==> src/tmrs_pkg.sv <==
// Package with the constants, status codes and tag table of the tagged MAC record scanner.
`timescale 1ns / 1ps

package tmrs_pkg;

  localparam int TagLengthDefault  = 7;
  localparam int CountWidthDefault = 24;
  localparam int MacBytes          = 6;
  localparam int SizeWidth         = 24;
  localparam int TotalWidth        = 24;
  localparam int TagTableLen       = 7;

  localparam logic [SizeWidth-1:0]  SIZE_RESET = 24'd11534336;
  localparam logic [TotalWidth-1:0] TOTAL_MAX  = 24'hFFFFFF;
  localparam logic [47:0]           MAC_ONES   = 48'hFFFF_FFFF_FFFF;

  localparam logic [7:0] TAG_TABLE [TagTableLen] = '{
    8'h34, 8'h36, 8'h37, 8'h38, 8'h6e, 8'hff, 8'h01
  };

  typedef enum logic [1:0] {
    STATUS_OK       = 2'd0,
    STATUS_CONFLICT = 2'd1,
    STATUS_SIZE     = 2'd2,
    STATUS_NO_REC   = 2'd3
  } scan_status_t;

  // Tag bytes beyond the stored table compare against zero.
  function automatic logic [7:0] tag_byte(input int idx);
    logic [7:0] b;
    b = 8'h00;
    if (idx < TagTableLen) begin
      b = TAG_TABLE[idx[2:0]];
    end
    return b;
  endfunction

endpackage

==> src/tmrs_if.sv <==
// Valid/ready channel interfaces for the scanner's input, result and configuration words.
`timescale 1ns / 1ps

interface tmrs_in_if;
  logic       valid;
  logic       ready;
  logic [7:0] data_byte;
  logic       last_byte;

  modport source (output valid, output data_byte, output last_byte, input ready);
  modport sink (input valid, input data_byte, input last_byte, output ready);
endinterface

interface tmrs_out_if;
  logic                             valid;
  logic                             ready;
  logic [1:0]                       scan_status;
  logic [47:0]                      mac_address;
  logic [tmrs_pkg::TotalWidth-1:0]  match_total;

  modport source (output valid, output scan_status, output mac_address,
                  output match_total, input ready);
  modport sink (input valid, input scan_status, input mac_address,
                input match_total, output ready);
endinterface

interface tmrs_cfg_if;
  logic                            valid;
  logic                            ready;
  logic [tmrs_pkg::SizeWidth-1:0]  image_size;

  modport source (output valid, output image_size, input ready);
  modport sink (input valid, input image_size, output ready);
endinterface

==> src/tagged_mac_record_scanner.sv <==
// Top level of the tagged MAC record scanner: byte window, tag match and end-of-image report.
//
//   channel  | direction | word                                   | accepted when
//   in_ch    | in        | data_byte, last_byte                   | valid && ready
//   out_ch   | out       | scan_status, mac_address, match_total  | valid && ready
//   cfg_ch   | in        | image_size                             | valid && ready
//
// The block takes one byte per cycle, except while a last byte waits in the input register.
// Each byte is held in the input register; the window check and the counter updates then
// run combinationally as it leaves, and a last byte loads the result register, whose word
// is then valid on out_ch.
// Reset is synchronous and active low; it restores the image size to 11534336.
// A last byte waits in the input register while the previous result is not taken.
`timescale 1ns / 1ps

module tagged_mac_record_scanner #(
  parameter int TAG_LENGTH  = tmrs_pkg::TagLengthDefault,
  parameter int COUNT_WIDTH = tmrs_pkg::CountWidthDefault
) (
  input  logic        clk,
  input  logic        rst_n,
  tmrs_in_if.sink     in_ch,
  tmrs_out_if.source  out_ch,
  tmrs_cfg_if.sink    cfg_ch
);

  localparam int WinLen = TAG_LENGTH + tmrs_pkg::MacBytes;
  localparam int FillW  = $clog2(WinLen + 1);
  localparam int CmpW   = (COUNT_WIDTH > tmrs_pkg::SizeWidth) ? COUNT_WIDTH
                                                              : tmrs_pkg::SizeWidth;
  localparam logic [COUNT_WIDTH-1:0] CountMax = '1;

  logic [tmrs_pkg::SizeWidth-1:0] image_size_r;

  logic       in_valid_r;
  logic [7:0] in_byte_r;
  logic       in_last_r;
  logic       s1_adv;
  logic       s1_fire;

  logic [7:0]             win_r   [WinLen];
  logic [7:0]             win_nxt [WinLen];
  logic [FillW-1:0]       fill_r;
  logic [FillW-1:0]       fill_nxt;
  logic [47:0]            latched_mac_r;
  logic [47:0]            latched_mac_nxt;
  logic [COUNT_WIDTH-1:0] match_count_r;
  logic [COUNT_WIDTH-1:0] match_count_nxt;
  logic [COUNT_WIDTH-1:0] byte_count_r;
  logic [COUNT_WIDTH-1:0] byte_count_nxt;
  logic                   conflict_r;
  logic                   conflict_nxt;

  logic        tag_hit;
  logic [47:0] mac_cand;
  logic        mac_ok;
  logic        rec_valid;

  logic [CmpW-1:0]                 byte_count_ext;
  logic [CmpW-1:0]                 match_count_ext;
  tmrs_pkg::scan_status_t          status_nxt;
  logic [tmrs_pkg::TotalWidth-1:0] total_nxt;

  logic                            out_valid_r;
  tmrs_pkg::scan_status_t          out_status_r;
  logic [47:0]                     out_mac_r;
  logic [tmrs_pkg::TotalWidth-1:0] out_total_r;

  assign cfg_ch.ready = 1'b1;

  always_ff @(posedge clk) begin
    if (!rst_n) begin
      image_size_r <= tmrs_pkg::SIZE_RESET;
    end else if (cfg_ch.valid) begin
      image_size_r <= cfg_ch.image_size;
    end
  end

  // A byte leaves the input register unless it is last and the result register holds a word not yet taken.
  assign s1_adv      = !in_last_r || !out_valid_r || out_ch.ready;
  assign s1_fire     = in_valid_r && s1_adv;
  assign in_ch.ready = !in_valid_r || s1_adv;

  always_ff @(posedge clk) begin
    if (!rst_n) begin
      in_valid_r <= 1'b0;
    end else if (in_ch.ready) begin
      in_valid_r <= in_ch.valid;
    end
  end

  always_ff @(posedge clk) begin
    if (in_ch.ready && in_ch.valid) begin
      in_byte_r <= in_ch.data_byte;
      in_last_r <= in_ch.last_byte;
    end
  end

  always_comb begin
    for (int i = 0; i < WinLen - 1; i++) begin
      win_nxt[i] = win_r[i + 1];
    end
    win_nxt[WinLen-1] = in_byte_r;
  end

  assign fill_nxt = (fill_r < FillW'(WinLen)) ? fill_r + 1'b1 : fill_r;
  assign byte_count_nxt = (byte_count_r < CountMax) ? byte_count_r + 1'b1 : byte_count_r;

  always_comb begin
    tag_hit = 1'b1;
    for (int i = 0; i < TAG_LENGTH; i++) begin
      if (win_nxt[i] != tmrs_pkg::tag_byte(i)) begin
        tag_hit = 1'b0;
      end
    end
    mac_cand = '0;
    for (int i = 0; i < tmrs_pkg::MacBytes; i++) begin
      mac_cand = {mac_cand[39:0], win_nxt[TAG_LENGTH + i]};
    end
  end

  assign mac_ok    = !mac_cand[40] && (mac_cand != '0) && (mac_cand != tmrs_pkg::MAC_ONES);
  assign rec_valid = (fill_nxt == FillW'(WinLen)) && tag_hit && mac_ok;

  always_comb begin
    latched_mac_nxt = latched_mac_r;
    conflict_nxt    = conflict_r;
    match_count_nxt = match_count_r;
    if (rec_valid) begin
      if (match_count_r == '0) begin
        latched_mac_nxt = mac_cand;
      end else if (mac_cand != latched_mac_r) begin
        conflict_nxt = 1'b1;
      end
      if (match_count_r < CountMax) begin
        match_count_nxt = match_count_r + 1'b1;
      end
    end
  end

  assign byte_count_ext  = CmpW'(byte_count_nxt);
  assign match_count_ext = CmpW'(match_count_nxt);

  always_comb begin
    if (conflict_nxt) begin
      status_nxt = tmrs_pkg::STATUS_CONFLICT;
    end else if (byte_count_ext != CmpW'(image_size_r)) begin
      status_nxt = tmrs_pkg::STATUS_SIZE;
    end else if (match_count_nxt == '0) begin
      status_nxt = tmrs_pkg::STATUS_NO_REC;
    end else begin
      status_nxt = tmrs_pkg::STATUS_OK;
    end
    if (match_count_ext > CmpW'(tmrs_pkg::TOTAL_MAX)) begin
      total_nxt = tmrs_pkg::TOTAL_MAX;
    end else begin
      total_nxt = match_count_ext[tmrs_pkg::TotalWidth-1:0];
    end
  end

  // The window contents need no clearing: the fill count gates every check.
  always_ff @(posedge clk) begin
    if (s1_fire) begin
      for (int i = 0; i < WinLen; i++) begin
        win_r[i] <= win_nxt[i];
      end
    end
  end

  always_ff @(posedge clk) begin
    if (!rst_n) begin
      fill_r        <= '0;
      latched_mac_r <= '0;
      match_count_r <= '0;
      byte_count_r  <= '0;
      conflict_r    <= 1'b0;
    end else if (s1_fire) begin
      if (in_last_r) begin
        fill_r        <= '0;
        latched_mac_r <= '0;
        match_count_r <= '0;
        byte_count_r  <= '0;
        conflict_r    <= 1'b0;
      end else begin
        fill_r        <= fill_nxt;
        latched_mac_r <= latched_mac_nxt;
        match_count_r <= match_count_nxt;
        byte_count_r  <= byte_count_nxt;
        conflict_r    <= conflict_nxt;
      end
    end
  end

  always_ff @(posedge clk) begin
    if (!rst_n) begin
      out_valid_r <= 1'b0;
    end else if (s1_fire && in_last_r) begin
      out_valid_r <= 1'b1;
    end else if (out_ch.ready) begin
      out_valid_r <= 1'b0;
    end
  end

  always_ff @(posedge clk) begin
    if (s1_fire && in_last_r) begin
      out_status_r <= status_nxt;
      out_mac_r    <= latched_mac_nxt;
      out_total_r  <= total_nxt;
    end
  end

  assign out_ch.valid       = out_valid_r;
  assign out_ch.scan_status = out_status_r;
  assign out_ch.mac_address = out_mac_r;
  assign out_ch.match_total = out_total_r;

  // A conflict needs an earlier record, so at least two records have been counted.
  a_conflict_count: assert property (@(posedge clk) disable iff (!rst_n)
    conflict_r |-> (match_count_r > COUNT_WIDTH'(1)))
    else $error("conflict flag set with fewer than two records");

  a_mac_empty: assert property (@(posedge clk) disable iff (!rst_n)
    (match_count_r == '0) |-> (latched_mac_r == '0))
    else $error("latched MAC nonzero without any record");

  a_fill_bound: assert property (@(posedge clk) disable iff (!rst_n)
    fill_r <= FillW'(WinLen))
    else $error("window fill count beyond window length");

  a_clear_after_last: assert property (@(posedge clk) disable iff (!rst_n)
    (s1_fire && in_last_r) |=> (byte_count_r == '0 && match_count_r == '0 && !conflict_r))
    else $error("scan state not cleared after last byte");

  a_result_source: assert property (@(posedge clk) disable iff (!rst_n)
    $rose(out_valid_r) |-> $past(s1_fire && in_last_r))
    else $error("result word raised without a last byte");

endmodule

==> src/flat_wrapper.sv <==
// flat-port wrapper written by rule: the top's interface ports become plain ports
module tagged_mac_record_scanner_flat 
#(
  parameter int TAG_LENGTH  = tmrs_pkg::TagLengthDefault,
  parameter int COUNT_WIDTH = tmrs_pkg::CountWidthDefault
)
  (clk, rst_n, in_ch_valid, in_ch_data_byte, in_ch_last_byte, in_ch_ready, out_ch_valid, out_ch_scan_status, out_ch_mac_address, out_ch_match_total, out_ch_ready, cfg_ch_valid, cfg_ch_image_size, cfg_ch_ready);
  tmrs_in_if in_ch_i ();
  tmrs_out_if out_ch_i ();
  tmrs_cfg_if cfg_ch_i ();
  input  logic clk;
  input  logic rst_n;
  input wire logic [$bits(in_ch_i.valid)-1:0] in_ch_valid;
  input wire logic [$bits(in_ch_i.data_byte)-1:0] in_ch_data_byte;
  input wire logic [$bits(in_ch_i.last_byte)-1:0] in_ch_last_byte;
  output wire logic [$bits(in_ch_i.ready)-1:0] in_ch_ready;
  output wire logic [$bits(out_ch_i.valid)-1:0] out_ch_valid;
  output wire logic [$bits(out_ch_i.scan_status)-1:0] out_ch_scan_status;
  output wire logic [$bits(out_ch_i.mac_address)-1:0] out_ch_mac_address;
  output wire logic [$bits(out_ch_i.match_total)-1:0] out_ch_match_total;
  input wire logic [$bits(out_ch_i.ready)-1:0] out_ch_ready;
  input wire logic [$bits(cfg_ch_i.valid)-1:0] cfg_ch_valid;
  input wire logic [$bits(cfg_ch_i.image_size)-1:0] cfg_ch_image_size;
  output wire logic [$bits(cfg_ch_i.ready)-1:0] cfg_ch_ready;
  assign in_ch_i.valid = in_ch_valid;
  assign in_ch_i.data_byte = in_ch_data_byte;
  assign in_ch_i.last_byte = in_ch_last_byte;
  assign in_ch_ready = in_ch_i.ready;
  assign out_ch_valid = out_ch_i.valid;
  assign out_ch_scan_status = out_ch_i.scan_status;
  assign out_ch_mac_address = out_ch_i.mac_address;
  assign out_ch_match_total = out_ch_i.match_total;
  assign out_ch_i.ready = out_ch_ready;
  assign cfg_ch_i.valid = cfg_ch_valid;
  assign cfg_ch_i.image_size = cfg_ch_image_size;
  assign cfg_ch_ready = cfg_ch_i.ready;
  tagged_mac_record_scanner #(.TAG_LENGTH(TAG_LENGTH), .COUNT_WIDTH(COUNT_WIDTH)) u_core (.clk(clk), .rst_n(rst_n), .in_ch(in_ch_i), .out_ch(out_ch_i), .cfg_ch(cfg_ch_i));
endmodule
==> config.mk <==
export PLATFORM = sky130hd
export DESIGN_NAME = tagged_mac_record_scanner_flat
export DESIGN_NICKNAME = d
export VERILOG_FILES = /design/src/tmrs_pkg.sv /design/src/tmrs_if.sv /design/src/tagged_mac_record_scanner.sv /design/src/flat_wrapper.sv
export SDC_FILE = /design/constraint.sdc
export NUM_CORES = 1
export LEC_CHECK = 0
export ABC_AREA = 1
export BUFFER_PORTS_ARGS = -buffer_cell sky130_fd_sc_hd__clkbuf_2
export CAP_MARGIN = 15
export CORE_MARGIN = 3
export CORE_UTILIZATION = 45
export DETAILED_ROUTE_END_ITERATION = 16
export PLACE_DENSITY_LB_ADDON = 0.3
export SYNTH_ARGS = -nofsm -noshare
export SYNTH_HDL_FRONTEND = slang
export SYNTH_SLANG_ARGS = --single-unit
export TNS_END_PERCENT = 20
==> constraint.sdc <==
create_clock -name clk -period 9 [get_ports clk]
set_input_delay 1.8 -clock clk [delete_from_list [all_inputs] [get_ports clk]]
set_output_delay 1.8 -clock clk [all_outputs]
set_load 0.03 [all_outputs]
==> impl_metrics.env, run 1 <==
export IMPL_grt_pass1_wl_um=52800
export IMPL_finalNetCount=1760
export IMPL_drive_above_1_share=0.130
export IMPL_routed_wl_um=32600
export IMPL_cp_arrival_ns=2.70
export IMPL_area_growth_pct=14.7
export IMPL_rsz0062_at_grt="false"
export IMPL_dpl_hpwl_um=22100
export IMPL_syn_area_mm2=0.0141
export IMPL_async_flop_share=0
export IMPL_avgSynthCellArea_um2=8.75
export IMPL_cts_root_buffer="clkbuf_16"
export IMPL_postCtsSetupBuffers=0
export IMPL_register_area_mm2=0.00792
export IMPL_path_clk_slew_ns=0.06
export IMPL_crit_family="simple AND/OR/NAND/NOR gates"
export IMPL_max_cap_violations=0
export IMPL_cts_max_path_buffers=3
export IMPL_worst_pin_slew_ns=1.14
export IMPL_antenna_found_initial=0
export IMPL_synth_compound_gate_area_share=0.0652
export IMPL_multiInputGateArea_mm2=0.00547
export IMPL_muxShareOfSynthArea=0.0247
export IMPL_routedWlPerCell_um=15.3
export IMPL_overflow=0
export IMPL_cts_tree="built"
export IMPL_final_core_util=0.527
export IMPL_io_pins=115
export IMPL_crit_path_frequent_cell="clkbuf_2"
export IMPL_syn_inst=1615
export IMPL_synth_xor_area_frac=0.0415
export IMPL_setup_viol=0
export IMPL_finClkSkew_ns=0.0173
export IMPL_drtPass1Iterations=7
export IMPL_critPathBufInv=2
export IMPL_synth_fp_nets=1658
export IMPL_p_total_w=0.00308
export IMPL_finalHoldViolCount=0
export IMPL_fin_setup_tns_ns=0
export IMPL_fin_crit_sh=0.500
export IMPL_core_area_mm2=0.0307
export IMPL_crit_chain="clkbuf_2 > nor2_1 > nand3_1 > clkbuf_2"
export IMPL_clock_sinks=306
export IMPL_slowest_delay_ns=0.30
export IMPL_yosys_area_share_simple=0.249
export IMPL_routed_via_density=5.10
export IMPL_met2_length_um=15200
export IMPL_vias=10900
export IMPL_synth_common_cells="nand2_1 (492), edfxtp_1 (179), nor2_1 (164)"
export IMPL_start_kind="input port"
export IMPL_status="finished, final reports clean"
export IMPL_yosys_area_top_type="edfxtp_1"
export IMPL_track_usage=0.193
export IMPL_max_slew_margin=0.239
export IMPL_remaining_drc_errors=0
export IMPL_synth_most_common_cell="nand2_1"
export IMPL_yosys_cell_types_count=36
export IMPL_fp_dieArea_mm2=0.0336
export IMPL_seq_area_frac_synth=0.560
export IMPL_gp_congestion=0.903
export IMPL_ant_nets=0
export IMPL_grt_pass1_vias=10400
export IMPL_io_buffers=113
export IMPL_fillers=2848
export IMPL_start_util=0.459
export IMPL_rows=64
export IMPL_cts_resized=0
export IMPL_synth_area_top_cells="edfxtp_1 (38%), dfxtp_1 (18%), nand2_1 (13%), a21oi_1 (4.5%), nor2_1 (4.4%)"
export IMPL_die_y_um=183
export IMPL_power_density_mw_per_mm2=190
export IMPL_clk_latency_ns=0.52
export IMPL_setup_worst_path_class="in -> out"
export IMPL_hp_class="reg -> reg"
export IMPL_drtIter0Drc=984
export IMPL_fmax_mhz=222
export IMPL_synth_edf_count=179
export IMPL_diodes=0
export IMPL_cts_buffers=34
export IMPL_ys_ff_latch=306
export IMPL_chipWidth_um=183
export IMPL_synth_top_area_share=0.380
export IMPL_slowest_stage="nor2_1"
export IMPL_ir_worst_vdd_uv=160
export IMPL_synth_flop_cell="edfxtp_1"
export IMPL_drt_met1_wl_um=14900
export IMPL_grt_max_degree=105
export IMPL_slew_violations=0
export IMPL_p_leak_nw=6.22
export IMPL_crit_fanout=3
export IMPL_topRoutingLayerUsed="met4"
export IMPL_yosys_area_share_adder=0.00443
export IMPL_fin_crit_ns=4.50
export IMPL_met3WireLength_um=1740
export IMPL_ys_warn_count=0
export IMPL_htree_levels=2
export IMPL_synth_top_family_by_area="simple AND/OR/NAND/NOR gates"
export IMPL_required_ns=7.20
export IMPL_endpoint_kind="output port"
export IMPL_cts_hold_buf=0
[final timing paths]
| kind | startpoint | to | slack [ns] | cells after the start |
|---|---|---|---|---|
| max | out_ch_ready | in_ch_ready | 4.50 | 4 |
| min | u_core.win_r[1][38] | u_core.win_r[1][30] | 0.46 | 0 |
| max reg2reg | u_core.fill_r[0] | u_core.out_ch.mac_address[27] | 5.60 | 12 |
| min reg2reg | u_core.win_r[1][38] | u_core.win_r[1][30] | 0.46 | 0 |
[registers in the layout, indices dropped and copies added (netlist names)]
register                   count
u_core.byte_count_r           24
u_core.conflict_r              1
u_core.fill_r                  4
u_core.image_size_r           24
u_core.in_byte_r               8
u_core.in_last_r               1
u_core.in_valid_r              1
u_core.latched_mac_r          48
u_core.match_count_r          24
u_core.out_ch.mac_address     48
u_core.out_ch.match_total     24
u_core.out_ch.scan_status      2
u_core.out_ch.valid            1
u_core.win_r                  96
[cells by family after synthesis]
group / count (synthesis)
other: 1
multiplexers: 28
adder cells (fa/ha/maj): 5
flip-flops: 306
AND/OR/NAND/NOR: 839
buffers and inverters: 190
AO/OA/AOI/OAI: 179
XOR/XNOR: 67
[per-stage QoR]
| step | instance area [um^2] | hold slack (ns) | instances | setup WS (ns) |
|---|---|---|---|---|
| floorplan | 14100 | 0.426 | 1615 | 2.94 |
| global placement | 15000 | 0.433 | 2076 | 4.36 |
| detailed placement | 15000 | 0.441 | 2076 | 4.34 |
| CTS | 16200 | 0.454 | 2138 | 4.47 |
| global route | 16200 | 0.468 | 2139 | 4.41 |
| finish | 16200 | 0.457 | 2139 | 4.50 |
[worst register-to-register path: cells and delay by family (launching register included)]
kind                     cells  cell delay, ns
adder cells (fa/ha/maj)      1            0.21
multiplexers                 1            0.47
flip-flops                   1            0.40
buffers and inverters        2            0.17
AND/OR/NAND/NOR              8            1.89
[layer usage]
| metal | vias to the layer above | GRT usage |
|---|---|---|
| met3 | 55 | 0.0345 |
| li1 | 5562 | - |
| met4 | 0 | 0.0515 |
| met1 | 5018 | 0.262 |
| met2 | 269 | 0.320 |
| met5 | - | 0 |
[power by group]
| group | total (W) | switching (W) | internal [W] | leakage [nW] |
|---|---|---|---|---|
| sequential | 0.00154 | 0.0000248 | 0.00151 | 2.84 |
| combinational | 0.000110 | 0.0000786 | 0.0000318 | 2.81 |
| clock | 0.00143 | 0.000559 | 0.000876 | 0.569 |
| total | 0.00308 | 0.000662 | 0.00242 | 6.22 |
[layout by cell type (no fill, tap or decap), types with 2 or more instances in the layout]
master	Yosys	final
a21oi_1	126	126
dfxtp_1	127	127
nor3_1	16	16
clkinv_1	1	3
nor2_1	164	163
xor2_1	18	18
clkinv_2	0	7
mux2_2	19	19
nand2_2	4	4
or2_2	5	5
o21ai_0	46	46
mux2_4	9	9
nor2_4	2	4
clkinvlp_4	0	2
clkinv_8	0	2
clkbuf_2	0	113
bufinv_16	0	4
nand3b_1	8	8
o2111ai_1	4	4
nor3_2	2	2
clkbuf_16	0	35
inv_1	132	130
clkbuf_8	0	5
nor2_2	3	2
nand3_1	75	75
buf_4	3	7
nand4_1	58	58
ha_1	5	5
clkbuf_1	43	7
nor4_1	8	8
edfxtp_1	179	179
nand2_1	492	491
xnor2_1	49	49
[area by class of cell]
type	instances	share of cell area
Timing Repair Buffer	121	0.0398
Clock inverter	15	0.0126
Tap cell	396	0.0306
Inverter	135	0.0315
Sequential cell	306	0.488
Multi-Input combinational cell	1119	0.337
Clock buffer	47	0.0599
Power figures use the tool's default switching activity.
==> run 2: changes to the inputs <==
- ABC_AREA: 1 -> 0
- clock period: 9 -> 4.66 ns (I/O delays scaled with it)
==> impl_metrics.env, run 2 <==
export IMPL_vias=9639
export IMPL_chipWidth_um=179
export IMPL_diodes=0
export IMPL_grt_pass1_wl_um=50400
export IMPL_ant_nets=0
export IMPL_power_density_mw_per_mm2=374
export IMPL_fin_setup_tns_ns=0
export IMPL_seq_area_frac_synth=0.588
export IMPL_internal_power_w=0.00454
export IMPL_fin_crit_sh=0.898
export IMPL_worst_pin_slew_ns=1.13
export IMPL_cts_resized=0
export IMPL_fin_crit_ns=4.18
export IMPL_seqPwrFrac=0.514
export IMPL_r2r_cells=12
export IMPL_io_pins=115
export IMPL_synth_common_cells="edfxtp_1 (179), nor2_1 (148), dfxtp_1 (127)"
export IMPL_track_usage=0.198
export IMPL_start_kind="flip-flop"
export IMPL_critPathBufInv=2
export IMPL_routed_wl_um=32000
export IMPL_clock_sinks=306
export IMPL_crit_chain="inv_1 > ha_1 > and2b_1 > mux2i_1 > or4_4 > nor4_4 > buf_4 > nand2_1 > xnor2_1 > or4b_1 > or4_1 > o21ai_1"
export IMPL_synth_top_area_share=0.399
export IMPL_path_clk_slew_ns=0.06
export IMPL_routed_via_density=5.75
export IMPL_r2r_end="u_core.out_ch.scan_status[0]"
export IMPL_finClkSkew_ns=0.0118
export IMPL_worstReg2RegStart="u_core.fill_r[0]"
export IMPL_routedWlPerCell_um=19.1
export IMPL_crit_fanout=12
export IMPL_syn_area_mm2=0.0135
export IMPL_path_depth=12
export IMPL_setup_worst_path_class="reg -> reg"
export IMPL_cts_max_path_buffers=3
export IMPL_fillers=2537
export IMPL_regToRegSetupSlack_ns=0.48
export IMPL_required_ns=5.08
export IMPL_yosys_cell_types_count=69
export IMPL_synth_most_common_cell="edfxtp_1"
export IMPL_cp_arrival_ns=4.61
export IMPL_max_slew_margin=0.248
export IMPL_status="finished, final reports clean"
export IMPL_most_common_layout_cells="edfxtp_1 (179), nor2_1 (147), dfxtp_1 (127)"
export IMPL_dpl_hpwl_um=21600
export IMPL_drive_above_1_share=0.174
export IMPL_p_clk_frac=0.450
export IMPL_io_buffers=113
export IMPL_dpl_cell_area_mm2=0.0143
export IMPL_fmax_mhz=239
export IMPL_endpoint_kind="flip-flop"
export IMPL_timing_hold_ws_ns=0.440
export IMPL_final_common_cell="edfxtp_1"
export IMPL_p_sw_frac=0.214
export IMPL_core_area_mm2=0.0291
export IMPL_slowest_delay_ns=0.67
export IMPL_whs_path_depth=0
export IMPL_finalHoldViolCount=0
export IMPL_die_y_um=179
export IMPL_setup_viol=0
export IMPL_area_growth_pct=14.7
export IMPL_crit_end="u_core.out_ch.scan_status[0]"
export IMPL_syn_inst=1182
export IMPL_cts_buffers=31
export IMPL_grt_pass1_vias=8883
export IMPL_avgSynthCellArea_um2=11.4
export IMPL_postCtsSetupBuffers=0
export IMPL_finalNetCount=1310
export IMPL_slew_violations=0
export IMPL_crit_family="simple AND/OR/NAND/NOR gates"
export IMPL_grt_max_degree=76
export IMPL_ir_worst_vdd_uv=324
export IMPL_hp_class="reg -> reg"
export IMPL_startpoint="u_core.fill_r[0]"
export IMPL_clk_latency_ns=0.58
export IMPL_p_total_w=0.00577
export IMPL_htree_levels=1
export IMPL_remaining_drc_errors=0
export IMPL_cts_root_buffer="clkbuf_16"
export IMPL_rsz0062_at_grt="false"
export IMPL_async_flop_share=0
export IMPL_drtPass1Iterations=5
export IMPL_fp_dieArea_mm2=0.0320
export IMPL_slowest_stage="nor4_4"
export IMPL_ys_ff_latch=306
export IMPL_gp_congestion=0.886
export IMPL_switching_power_w=0.00123
export IMPL_synth_edf_count=179
export IMPL_layout_setup_ws_ns=0.476
export IMPL_cts_tree="built"
export IMPL_drtIter0Drc=918
export IMPL_regMostFlops="u_core.win_r"
export IMPL_antenna_found_initial=0
export IMPL_ys_warn_count=0
export IMPL_rows=62
export IMPL_synth_area_top_cells="edfxtp_1 (40%), dfxtp_1 (19%), xor2_1 (4.2%), nor2_1 (4.1%), a22oi_1 (4.0%)"
export IMPL_comb_power_share=0.036
export IMPL_overflow=0
export IMPL_synth_flop_cell="edfxtp_1"
export IMPL_yosys_area_top_type="edfxtp_1"
export IMPL_cts_hold_buf=0
export IMPL_fin_area_mm2=0.0154
export IMPL_largest_reg_flops=96
export IMPL_synth_fp_nets=1225
export IMPL_max_cap_violations=0
export IMPL_post_place_ws_ns=0.502
export IMPL_p_leak_nw=5.90
export IMPL_start_util=0.463
## run 2: cell types whose count changed after synthesis, sizes merged, moves of 31 or more
cell / before / now
a21oi: 126 / 46
a22oi: 0 / 72
inv: 134 / 19
mux2i: 0 / 31
nand2: 496 / 48
nand3: 76 / 28
nor4: 8 / 42
xor2: 18 / 65
## run 2: worst register-to-register path, cell delays in order, from the launching register on
cell and delay, ns:
dfxtp_1 0.39, inv_1 0.10, ha_1 0.23, and2b_1 0.25
mux2i_1 0.11, or4_4 0.60, nor4_4 0.67, buf_4 0.26
nand2_1 0.07, xnor2_1 0.17, or4b_1 0.61, or4_1 0.44
o21ai_1 0.14
## run 2: how the worst min path moves through the flow
stage                         from                   to  slack, ns
2_1_floorplan  u_core.win_r[0][26]  u_core.win_r[0][18]       0.42
3_3_place_gp   u_core.win_r[0][54]  u_core.win_r[0][46]       0.42
3_5_place_dp   u_core.win_r[0][31]  u_core.win_r[0][23]       0.43
4_1_cts        u_core.win_r[0][31]  u_core.win_r[0][23]       0.44
5_1_grt        u_core.win_r[0][31]  u_core.win_r[0][23]       0.45
6_report       u_core.win_r[0][17]   u_core.win_r[0][9]       0.44
## run 2: per-layer routing
metal	share of wire	up-vias	track usage
met3	0.077	52	0.0305
li1	-	4560	-
met4	0.019	0	0.0464
met2	0.44	374	0.295
met5	0	-	0
met1	0.46	4653	0.304
## run 2: stage by stage
| stage | instances | utilization |
|---|---|---|
| 2_1_floorplan | 1182 | - |
| 3_3_place_gp | 1618 | 0.493 |
| 3_5_place_dp | 1618 | 0.493 |
| 4_1_cts | 1676 | 0.531 |
| 5_1_grt | 1676 | 0.531 |
| 6_report | 1676 | 0.531 |
## run 2: cell type report
cell class,count,area [um^2],share of cell area
well taps,384,480,0.0311
repair buffers,124,661,0.0428
clock buffers,51,1060,0.0686
clock inverters,7,50.0,0.00324
inverters,19,75.1,0.00486
flip-flops and latches,306,7920,0.512
multi-input cells,785,5210,0.337
## run 2: power by group through the flow
stage | logic [W] | registers (W) | clock network [W]
after detailed placement | 0.000211 | 0.00303 | 0
after CTS | 0.000212 | 0.00297 | 0.00266
after global routing | 0.000232 | 0.00297 | 0.00277
final | 0.000209 | 0.00297 | 0.00260
after floorplan | 0.000135 | 0.00301 | 0
after global placement | 0.000209 | 0.00302 | 0
## run 2: cell families (layout without fill, tap and decap cells)
| family | count (synthesis) | count (layout) | synth area share |
|---|---|---|---|
| multiplexers | 79 | 79 | 0.0632 |
| AO/OA/AOI/OAI | 193 | 193 | 0.0941 |
| other | 1 | 1 | 0.000278 |
| AND/OR/NAND/NOR | 406 | 406 | 0.157 |
| flip-flops | 306 | 306 | 0.588 |
| adder cells (fa/ha/maj) | 5 | 5 | 0.00465 |
| XOR/XNOR | 101 | 101 | 0.0657 |
| buffers and inverters | 91 | 201 | 0.0268 |
